**src/rtl/core/cbm_pkg.sv**
```systemverilog
`timescale 1ns / 1ps
`default_nettype none

package cbm_pkg;

    localparam int LEVEL_W = 5;
    localparam int MODE_W  = 4;
    localparam int ADD_W   = LEVEL_W + 1;
    localparam int NUM_W   = 2 * LEVEL_W;
    localparam int DEN_W   = LEVEL_W + 1;
    localparam int REM_W   = LEVEL_W + 1;
    localparam int PROD_W  = ADD_W + LEVEL_W;
    localparam int SUM_W   = NUM_W + 1;

    // one divider cell per quotient bit
    localparam int NUM_CELLS = NUM_W;

    localparam logic [LEVEL_W-1:0] LEVEL_MAX  = 5'd31;
    localparam logic [DEN_W-1:0]   LEVEL_SPAN = 6'd32;
    localparam logic [DEN_W-1:0]   LEVEL_TOP  = 6'd31;

    typedef enum logic [MODE_W-1:0] {
        MODE_LIGHTEN    = 4'd0,
        MODE_SCREEN     = 4'd1,
        MODE_COLORDODGE = 4'd2,
        MODE_DODGEBURN  = 4'd3,
        MODE_DIFFERENCE = 4'd4,
        MODE_LIGHT      = 4'd5,
        MODE_SOFTSCREEN = 4'd6,
        MODE_ADD        = 4'd7,
        MODE_MULTIPLY   = 4'd8
    } t_blend_mode;

    // one beat in flight: result = add + num / den, clamped
    typedef struct packed {
        logic [ADD_W-1:0] add;
        logic [NUM_W-1:0] num;
        logic [DEN_W-1:0] den;
        logic [REM_W-1:0] rem;
        logic [NUM_W-1:0] quo;
    } t_beat;

endpackage

`default_nettype wire

```
**src/rtl/core/cbm_prep.sv**
```systemverilog
`timescale 1ns / 1ps
`default_nettype none

module cbm_prep (
    input  wire logic                        i_clk,
    input  wire logic                        i_rst_n,
    input  wire logic                        i_valid,
    input  wire logic [cbm_pkg::MODE_W-1:0]  i_mode,
    input  wire logic [cbm_pkg::LEVEL_W-1:0] i_source_level,
    input  wire logic [cbm_pkg::LEVEL_W-1:0] i_base_level,
    output logic                             o_valid,
    output cbm_pkg::t_beat                   o_beat
);
    import cbm_pkg::*;

    logic [LEVEL_W-1:0] mx;
    logic [LEVEL_W-1:0] mn;
    logic [ADD_W-1:0]   op_a;
    logic [LEVEL_W-1:0] op_b;
    logic [PROD_W-1:0]  prod;
    logic [ADD_W-1:0]   add_term;
    logic [DEN_W-1:0]   den;
    logic [ADD_W-1:0]   src_x;
    logic [ADD_W-1:0]   base_x;
    logic [ADD_W-1:0]   mx_x;
    logic [ADD_W-1:0]   mn_x;
    t_beat              n_beat;
    logic               r_valid;
    t_beat              r_beat;

    assign mx     = (i_source_level > i_base_level) ? i_source_level : i_base_level;
    assign mn     = (i_source_level > i_base_level) ? i_base_level : i_source_level;
    assign src_x  = {1'b0, i_source_level};
    assign base_x = {1'b0, i_base_level};
    assign mx_x   = {1'b0, mx};
    assign mn_x   = {1'b0, mn};

    // one shared multiplier, operands picked by mode
    always_comb begin
        op_a     = '0;
        op_b     = '0;
        add_term = '0;
        den      = LEVEL_SPAN;
        unique case (i_mode)
            MODE_LIGHTEN: begin
                add_term = mx_x;
            end
            MODE_SCREEN: begin
                op_a     = LEVEL_SPAN - mx_x;
                op_b     = mn;
                add_term = mx_x;
            end
            MODE_COLORDODGE: begin
                op_a = LEVEL_SPAN;
                op_b = i_source_level;
                den  = LEVEL_SPAN - base_x;
            end
            MODE_DODGEBURN: begin
                op_a = LEVEL_SPAN - base_x;
                op_b = i_source_level;
            end
            MODE_DIFFERENCE: begin
                add_term = mx_x - mn_x;
            end
            MODE_LIGHT: begin
                op_a     = LEVEL_TOP - mx_x;
                op_b     = mn;
                add_term = mx_x;
                den      = LEVEL_TOP;
            end
            MODE_SOFTSCREEN: begin
                op_a     = LEVEL_TOP - base_x;
                op_b     = i_source_level;
                add_term = base_x;
                den      = LEVEL_TOP;
            end
            MODE_ADD: begin
                add_term = src_x + base_x;
            end
            MODE_MULTIPLY: begin
                op_a = base_x;
                op_b = i_source_level;
                den  = LEVEL_TOP;
            end
            default: begin
                add_term = '0;
            end
        endcase
    end

    assign prod = {{LEVEL_W{1'b0}}, op_a} * {{ADD_W{1'b0}}, op_b};

    always_comb begin
        n_beat.add = add_term;
        n_beat.num = prod[NUM_W-1:0];
        n_beat.den = den;
        n_beat.rem = '0;
        n_beat.quo = '0;
    end

    always_ff @(posedge i_clk) begin
        if (!i_rst_n) begin
            r_valid <= 1'b0;
        end else begin
            r_valid <= i_valid;
        end
    end

    always_ff @(posedge i_clk) begin
        r_beat <= n_beat;
    end

    assign o_valid = r_valid;
    assign o_beat  = r_beat;

endmodule

`default_nettype wire

```
**src/rtl/core/cbm_div_cell.sv**
```systemverilog
`timescale 1ns / 1ps
`default_nettype none

module cbm_div_cell (
    input  wire logic           i_clk,
    input  wire logic           i_rst_n,
    input  wire logic           i_valid,
    input  wire cbm_pkg::t_beat i_beat,
    output logic                o_valid,
    output cbm_pkg::t_beat      o_beat
);
    import cbm_pkg::*;

    logic [REM_W:0]   shifted;
    logic [REM_W:0]   diff;
    logic             q_bit;
    t_beat            n_beat;
    logic             r_valid;
    t_beat            r_beat;

    // restoring step: bring down the next dividend bit, subtract if it fits
    assign shifted = {i_beat.rem, i_beat.num[NUM_W-1]};
    assign q_bit   = (shifted >= {1'b0, i_beat.den});
    assign diff    = shifted - {1'b0, i_beat.den};

    always_comb begin
        n_beat     = i_beat;
        n_beat.num = {i_beat.num[NUM_W-2:0], 1'b0};
        n_beat.rem = q_bit ? diff[REM_W-1:0] : shifted[REM_W-1:0];
        n_beat.quo = {i_beat.quo[NUM_W-2:0], q_bit};
    end

    always_ff @(posedge i_clk) begin
        if (!i_rst_n) begin
            r_valid <= 1'b0;
        end else begin
            r_valid <= i_valid;
        end
    end

    always_ff @(posedge i_clk) begin
        r_beat <= n_beat;
    end

    assign o_valid = r_valid;
    assign o_beat  = r_beat;

`ifndef NO_ASSERTIONS
    a_rem_below_den: assert property (@(posedge i_clk) disable iff (!i_rst_n)
        r_valid |-> (r_beat.rem < r_beat.den))
        else $error("partial remainder not below divisor");

    a_den_nonzero: assert property (@(posedge i_clk) disable iff (!i_rst_n)
        r_valid |-> (r_beat.den != '0))
        else $error("zero divisor in divider chain");
`endif

endmodule

`default_nettype wire

```
**src/rtl/core/cbm_finish.sv**
```systemverilog
`timescale 1ns / 1ps
`default_nettype none

module cbm_finish (
    input  wire logic                   i_clk,
    input  wire logic                   i_rst_n,
    input  wire logic                   i_valid,
    input  wire cbm_pkg::t_beat         i_beat,
    output logic                        o_strobe,
    output logic [cbm_pkg::LEVEL_W-1:0] o_level
);
    import cbm_pkg::*;

    logic [SUM_W-1:0]   sum;
    logic [LEVEL_W-1:0] n_level;
    logic               r_strobe;
    logic [LEVEL_W-1:0] r_level;

    assign sum     = {{(SUM_W-ADD_W){1'b0}}, i_beat.add} + {1'b0, i_beat.quo};
    assign n_level = (sum > {{(SUM_W-LEVEL_W){1'b0}}, LEVEL_MAX}) ? LEVEL_MAX
                                                                : sum[LEVEL_W-1:0];

    always_ff @(posedge i_clk) begin
        if (!i_rst_n) begin
            r_strobe <= 1'b0;
        end else begin
            r_strobe <= i_valid;
        end
    end

    always_ff @(posedge i_clk) begin
        r_level <= n_level;
    end

    assign o_strobe = r_strobe;
    assign o_level  = r_level;

endmodule

`default_nettype wire

```
**src/rtl/core/channel_blend_mode_unit_core.sv**
```systemverilog
`timescale 1ns / 1ps
`default_nettype none

// Pipeline: the operand stage, the divider chain and the clamp stage, each registered.
// Throughput: one beat per cycle; busy is low whenever reset is released.
// The divider chain holds one cell per quotient bit, 10 cells, between the
// operand stage and the clamp stage.
// Reset (synchronous, active low) clears the mode to lighten and empties the chain.
// The receiver cannot stall: o_strobe marks each result for exactly one cycle.
module channel_blend_mode_unit_core (
    input  wire logic                        i_clk,
    input  wire logic                        i_rst_n,
    input  wire logic                        start,
    output logic                             busy,
    input  wire logic [cbm_pkg::LEVEL_W-1:0] i_source_level,
    input  wire logic [cbm_pkg::LEVEL_W-1:0] i_base_level,
    input  wire logic                        i_cfg_we,
    input  wire logic [cbm_pkg::MODE_W-1:0]  i_cfg_data,
    output logic                             o_strobe,
    output logic [cbm_pkg::LEVEL_W-1:0]      o_blended_level
);
    import cbm_pkg::*;

    logic              r_mode_we_seen;
    logic [MODE_W-1:0] r_mode;
    logic              w_accept;
    logic              s_valid [0:NUM_CELLS];
    t_beat             s_beat  [0:NUM_CELLS];

    assign busy     = !i_rst_n;
    assign w_accept = start && !busy;

    always_ff @(posedge i_clk) begin
        if (!i_rst_n) begin
            r_mode         <= MODE_LIGHTEN;
            r_mode_we_seen <= 1'b0;
        end else if (i_cfg_we) begin
            r_mode         <= i_cfg_data;
            r_mode_we_seen <= 1'b1;
        end
    end

    cbm_prep u_prep (
        .i_clk          (i_clk),
        .i_rst_n        (i_rst_n),
        .i_valid        (w_accept),
        .i_mode         (r_mode),
        .i_source_level (i_source_level),
        .i_base_level   (i_base_level),
        .o_valid        (s_valid[0]),
        .o_beat         (s_beat[0])
    );

    for (genvar k = 0; k < NUM_CELLS; k++) begin : g_cell
        cbm_div_cell u_cell (
            .i_clk   (i_clk),
            .i_rst_n (i_rst_n),
            .i_valid (s_valid[k]),
            .i_beat  (s_beat[k]),
            .o_valid (s_valid[k+1]),
            .o_beat  (s_beat[k+1])
        );
    end

    cbm_finish u_finish (
        .i_clk    (i_clk),
        .i_rst_n  (i_rst_n),
        .i_valid  (s_valid[NUM_CELLS]),
        .i_beat   (s_beat[NUM_CELLS]),
        .o_strobe (o_strobe),
        .o_level  (o_blended_level)
    );

`ifndef NO_ASSERTIONS
    a_strobe_follows_accept: assert property (@(posedge i_clk) disable iff (!i_rst_n)
        o_strobe |-> $past(w_accept, 12))
        else $error("result strobe without a matching accepted beat");

    a_chain_front_tracks_accept: assert property (@(posedge i_clk) disable iff (!i_rst_n)
        $past(i_rst_n) |-> (s_valid[0] == $past(w_accept)))
        else $error("operand stage valid out of step with accept");

    a_mode_held_without_write: assert property (@(posedge i_clk) disable iff (!i_rst_n)
        ($past(i_rst_n) && !$past(i_cfg_we)) |-> $stable(r_mode))
        else $error("mode changed without a write");

    a_write_flag_set: assert property (@(posedge i_clk) disable iff (!i_rst_n)
        i_cfg_we |=> r_mode_we_seen)
        else $error("mode write not recorded");
`endif

endmodule

`default_nettype wire
```
**config.mk**
```make
export PLATFORM = sky130hd
export DESIGN_NAME = channel_blend_mode_unit_core
export DESIGN_NICKNAME = d
export VERILOG_FILES = /design/src/rtl/core/cbm_pkg.sv /design/src/rtl/core/cbm_prep.sv /design/src/rtl/core/cbm_div_cell.sv /design/src/rtl/core/cbm_finish.sv /design/src/rtl/core/channel_blend_mode_unit_core.sv
export SDC_FILE = /design/constraint.sdc
export NUM_CORES = 1
export LEC_CHECK = 0
export BUFFER_PORTS_ARGS = -buffer_cell sky130_fd_sc_hd__buf_2
export CORE_MARGIN = 2
export CORE_UTILIZATION = 60
export CTS_BUF_LIST = sky130_fd_sc_hd__clkbuf_8
export DETAILED_ROUTE_END_ITERATION = 8
export HOLD_SLACK_MARGIN = 0.15
export PLACE_DENSITY_LB_ADDON = 0.12
export REMOVE_ABC_BUFFERS = 1
export SLEW_MARGIN = 20
export SYNTH_ARGS = -nofsm -noshare
export SYNTH_HDL_FRONTEND = slang
export SYNTH_SLANG_ARGS = --single-unit
```
**constraint.sdc**
```tcl
create_clock -name i_clk -period 8.6 [get_ports i_clk]
set_clock_uncertainty 0.15 [all_clocks]
set_input_delay 0.43 -clock i_clk [delete_from_list [all_inputs] [get_ports i_clk]]
set_output_delay 0.43 -clock i_clk [all_outputs]
set_load 0.01 [all_outputs]
```
==> run_results.csv <==
group,metric,value,unit
status,outcome,"completed",
route,drt-total-wl,18000,um
route,vias_per_cell,5.04,
sta,setup_violations,0,
die,pin_count,25,
sta,slew_headroom,38.2,%
cts,cts_tree,"done",
worst_setup_path,worstReg2RegStart,"r_mode[2]$_SDFFE_PN0P_",
synth,yosysSeqAreaShare,54.5,%
place,dp_hpwl,13200,um
worst_setup_path,cp.required,8.87,ns
cts,clkSlewWorstSetupHoldPaths,0.06,ns
synth,synth.ff_latch_count,311,
final_layout,area_delta_synth_final,12.3,%
power,power.density,314,mW/mm2
synth,yosysMostFrequentCell,"dfxtp_1",
die,start_util,61.1,%
route,num_vias,6972,
cts,numCtsBuffers,47,
cts,h-tree-depth,2,
place,io_buffers,24,
worst_setup_path,cp-startpoint,"i_base_level[3]",
die,die_area,0.0202,mm2
final_layout,diodes,0,
power,total_power,4.03,mW
worst_setup_path,cpPeakStageDelay,0.65,ns
die,die_height,142,um
worst_hold_path,hp-class,"flop to flop",
grt,grt_max_degree,22,
grt,grt_pass1_vias,6864,
synth,synth_common_cells,"dfxtp_1, inv_1, ha_1, nor2_1, o21ai_0",
worst_setup_path,crit_type,"input pin to flop",
sta,finalCritPeriodShare,81.6,%
synth,async_reset_ff_share,0,%
worst_setup_path,rr_worst_depth,18,
power,ir_drop,0.198,mV
sta,slew_violations,0,
synth,synth_cell_types,63,
die,die_w,142,um
sta,finalWorstSetupSlack,1.58,ns
worst_setup_path,crit_end,"u_prep.o_beat[31]$_DFF_P_",
place,place_ws,1.58,ns
final_layout,drive_above_1_share,12.4,%
sta,fmax,142,MHz
grt,grt_pass1_wl,30700,um
sta,worstMarginPinSlew,0.925,ns
worst_setup_path,crit_chain,"dlygate4sd3_1, buf_2, inv_1, ha_1, nand4_2, o221ai_2, a21oi_1, a21oi_1, ha_1, nand2b_1, xnor2_1, a222oi_1, or2_1, fa_1, fa_1, fa_1, inv_1, ha_1, a21oi_1, nor2b_1, nor2_1, nor2_1, o41ai_1, xnor3_1",
die,rows,50,
sta,final.min_clock_period,7.02,ns
worst_setup_path,ff2ff_setup_slack,3.14,ns
route,drc,0,
synth,synth-edff-count,0,
route,first_pass_iters,5,
cts,ctsResizeCount,0,
synth,ys.flop_type,"dfxtp_1",
cts,cts_max_path_buffers,3,
worst_setup_path,reg2reg_to,"u_prep.o_beat[31]$_DFF_P_",
synth,ys_warn_count,0,
sta,tns,0,ns
final_layout,design_area,0.0128,mm2
run,maxCapViolations,0,
grt,grt_antenna_before_repair,0,
cts,clk_latency,0.54,ns
worst_setup_path,crit_slowest_cell,"a222oi_1",
route,post_drt_wl_per_cell,13.0,um
place,gp_congestion,0.894,
worst_setup_path,worstPathArrival,7.29,ns
final_layout,stdcell_count,1384,
place,post_dp_cell_area,0.0118,mm2
worst_setup_path,critical_path.max_fanout,11,
worst_setup_path,start_kind,"input pin",
synth,synth_area,0.0114,mm2
synth,synth.avg_cell_area,10.9,um2
sta,finalHoldViolCount,0,
synth,synth_area_leaders,"dfxtp_1, ha_1, inv_1",
route,drt-initial-drc-count,268,
cts,root_buffer,"clkbuf_8",
place,placedCellCount,1286,
die,core_area,0.0187,mm2
worst_setup_path,end_kind,"flop",
final_layout,layout.nets,1250,
synth,synthCells,1046,
power,p_leak,5.74,nW
synth,synth_area_leader_cell,"dfxtp_1",
grt,overflow,0,
cts,clock-sinks,311,
grt,grt_use_total,18.7,%
sta,rsz0062_at_grt,"no",
synth,synth_top_area_share,54.5,%
route,drtAntennaViolNets,0,
==> metal layers <==
layer	vias to the layer above	GRT usage [%]	part of all wire, %	routed length (um)
met3	28	3.84	4.4	791
met1	3197	22.1	43	7690
met4	0	6.47	1.8	331
met5	-	0	0	0
li1	3613	-	-	-
met2	134	33.9	51	9190
==> kinds of logic after synthesis <==
group | after synthesis | synth area share (%)
flip-flops | 311 | 54.5
AND/OR/NAND/NOR | 221 | 9.55
AO/OA/AOI/OAI | 169 | 9.71
buffers and inverters | 147 | 5.07
adder cells (fa/ha/maj) | 114 | 13.9
multiplexers | 45 | 4.20
XOR/XNOR | 39 | 3.11
==> where the power goes <==
group	internal, mW	switching (mW)
logic	0.496	0.536
clock network	0.611	0.512
registers	1.77	0.108
total	2.87	1.16
==> worst max-delay path: cells and delay by family <==
family	cells	cell delay, ns
adder cells (fa/ha/maj)	6	2.49
XOR/XNOR	2	0.59
AND/OR/NAND/NOR	6	0.73
buffers and inverters	4	0.91
AO/OA/AOI/OAI	6	2.14
==> registers in the layout (all words and copies together) (netlist names) <==
name and count:
u_finish.o_strobe 1, u_finish.o_level 5, u_prep.o_valid 1, g_cell.u_cell.o_beat 268, g_cell.u_cell.o_valid 10, u_prep.o_beat 22
r_mode 4
==> repair_timing <==
action	CTS	global route
hold buffers	17	0
endpoints found under the hold margin	18	0
buffers inserted	0	0
==> worst min-delay path by stage <==
| stage | from | end | slack [ns] | cells past startpoint |
|---|---|---|---|---|
| 2_1_floorplan | u_prep.o_beat[22]$_DFF_P_ | g_cell[0].u_cell.o_beat[23]$_DFF_P_ | 0.16 | 0 |
| 3_3_place_gp | g_cell[4].u_cell.o_beat[37]$_DFF_P_ | g_cell[5].u_cell.o_beat[37]$_DFF_P_ | 0.16 | 0 |
| 3_5_place_dp | u_prep.o_beat[32]$_DFF_P_ | g_cell[0].u_cell.o_beat[32]$_DFF_P_ | 0.16 | 0 |
| 4_1_cts | i_base_level[0] | u_prep.o_beat[32]$_DFF_P_ | 0.16 | 3 |
| 5_1_grt | u_prep.o_beat[26]$_DFF_P_ | g_cell[0].u_cell.o_beat[27]$_DFF_P_ | 0.16 | 0 |
| 6_report | u_prep.o_beat[26]$_DFF_P_ | g_cell[0].u_cell.o_beat[27]$_DFF_P_ | 0.17 | 0 |
==> layout by cell type (no fill, tap or decap), types with 24 or more instances in the layout <==
master,n
a21oi_1,40
buf_2,24
clkbuf_8,58
dfxtp_1,311
ha_1,93
inv_1,143
mux2_2,24
nand2_1,33
nor2_1,93
o21ai_0,54
xnor2_1,33
==> cell type report <==
type,count,area (um2)
clock buffer,58,798
fill,1412,5870
tap,234,293
clock inverter,23,116
sequential,311,6230
multi-input combinational,588,4620
timing repair buffer,43,305
inverter,127,477
==> metrics by stage <==
stage,utilization (%),hold slack (ns)
floorplan,-,0.160
global placement,62.8,0.160
detailed placement,62.8,0.162
CTS,68.6,0.157
global route,68.6,0.160
finish,68.6,0.167
No activity file was read; power rests on OpenSTA's default activity.
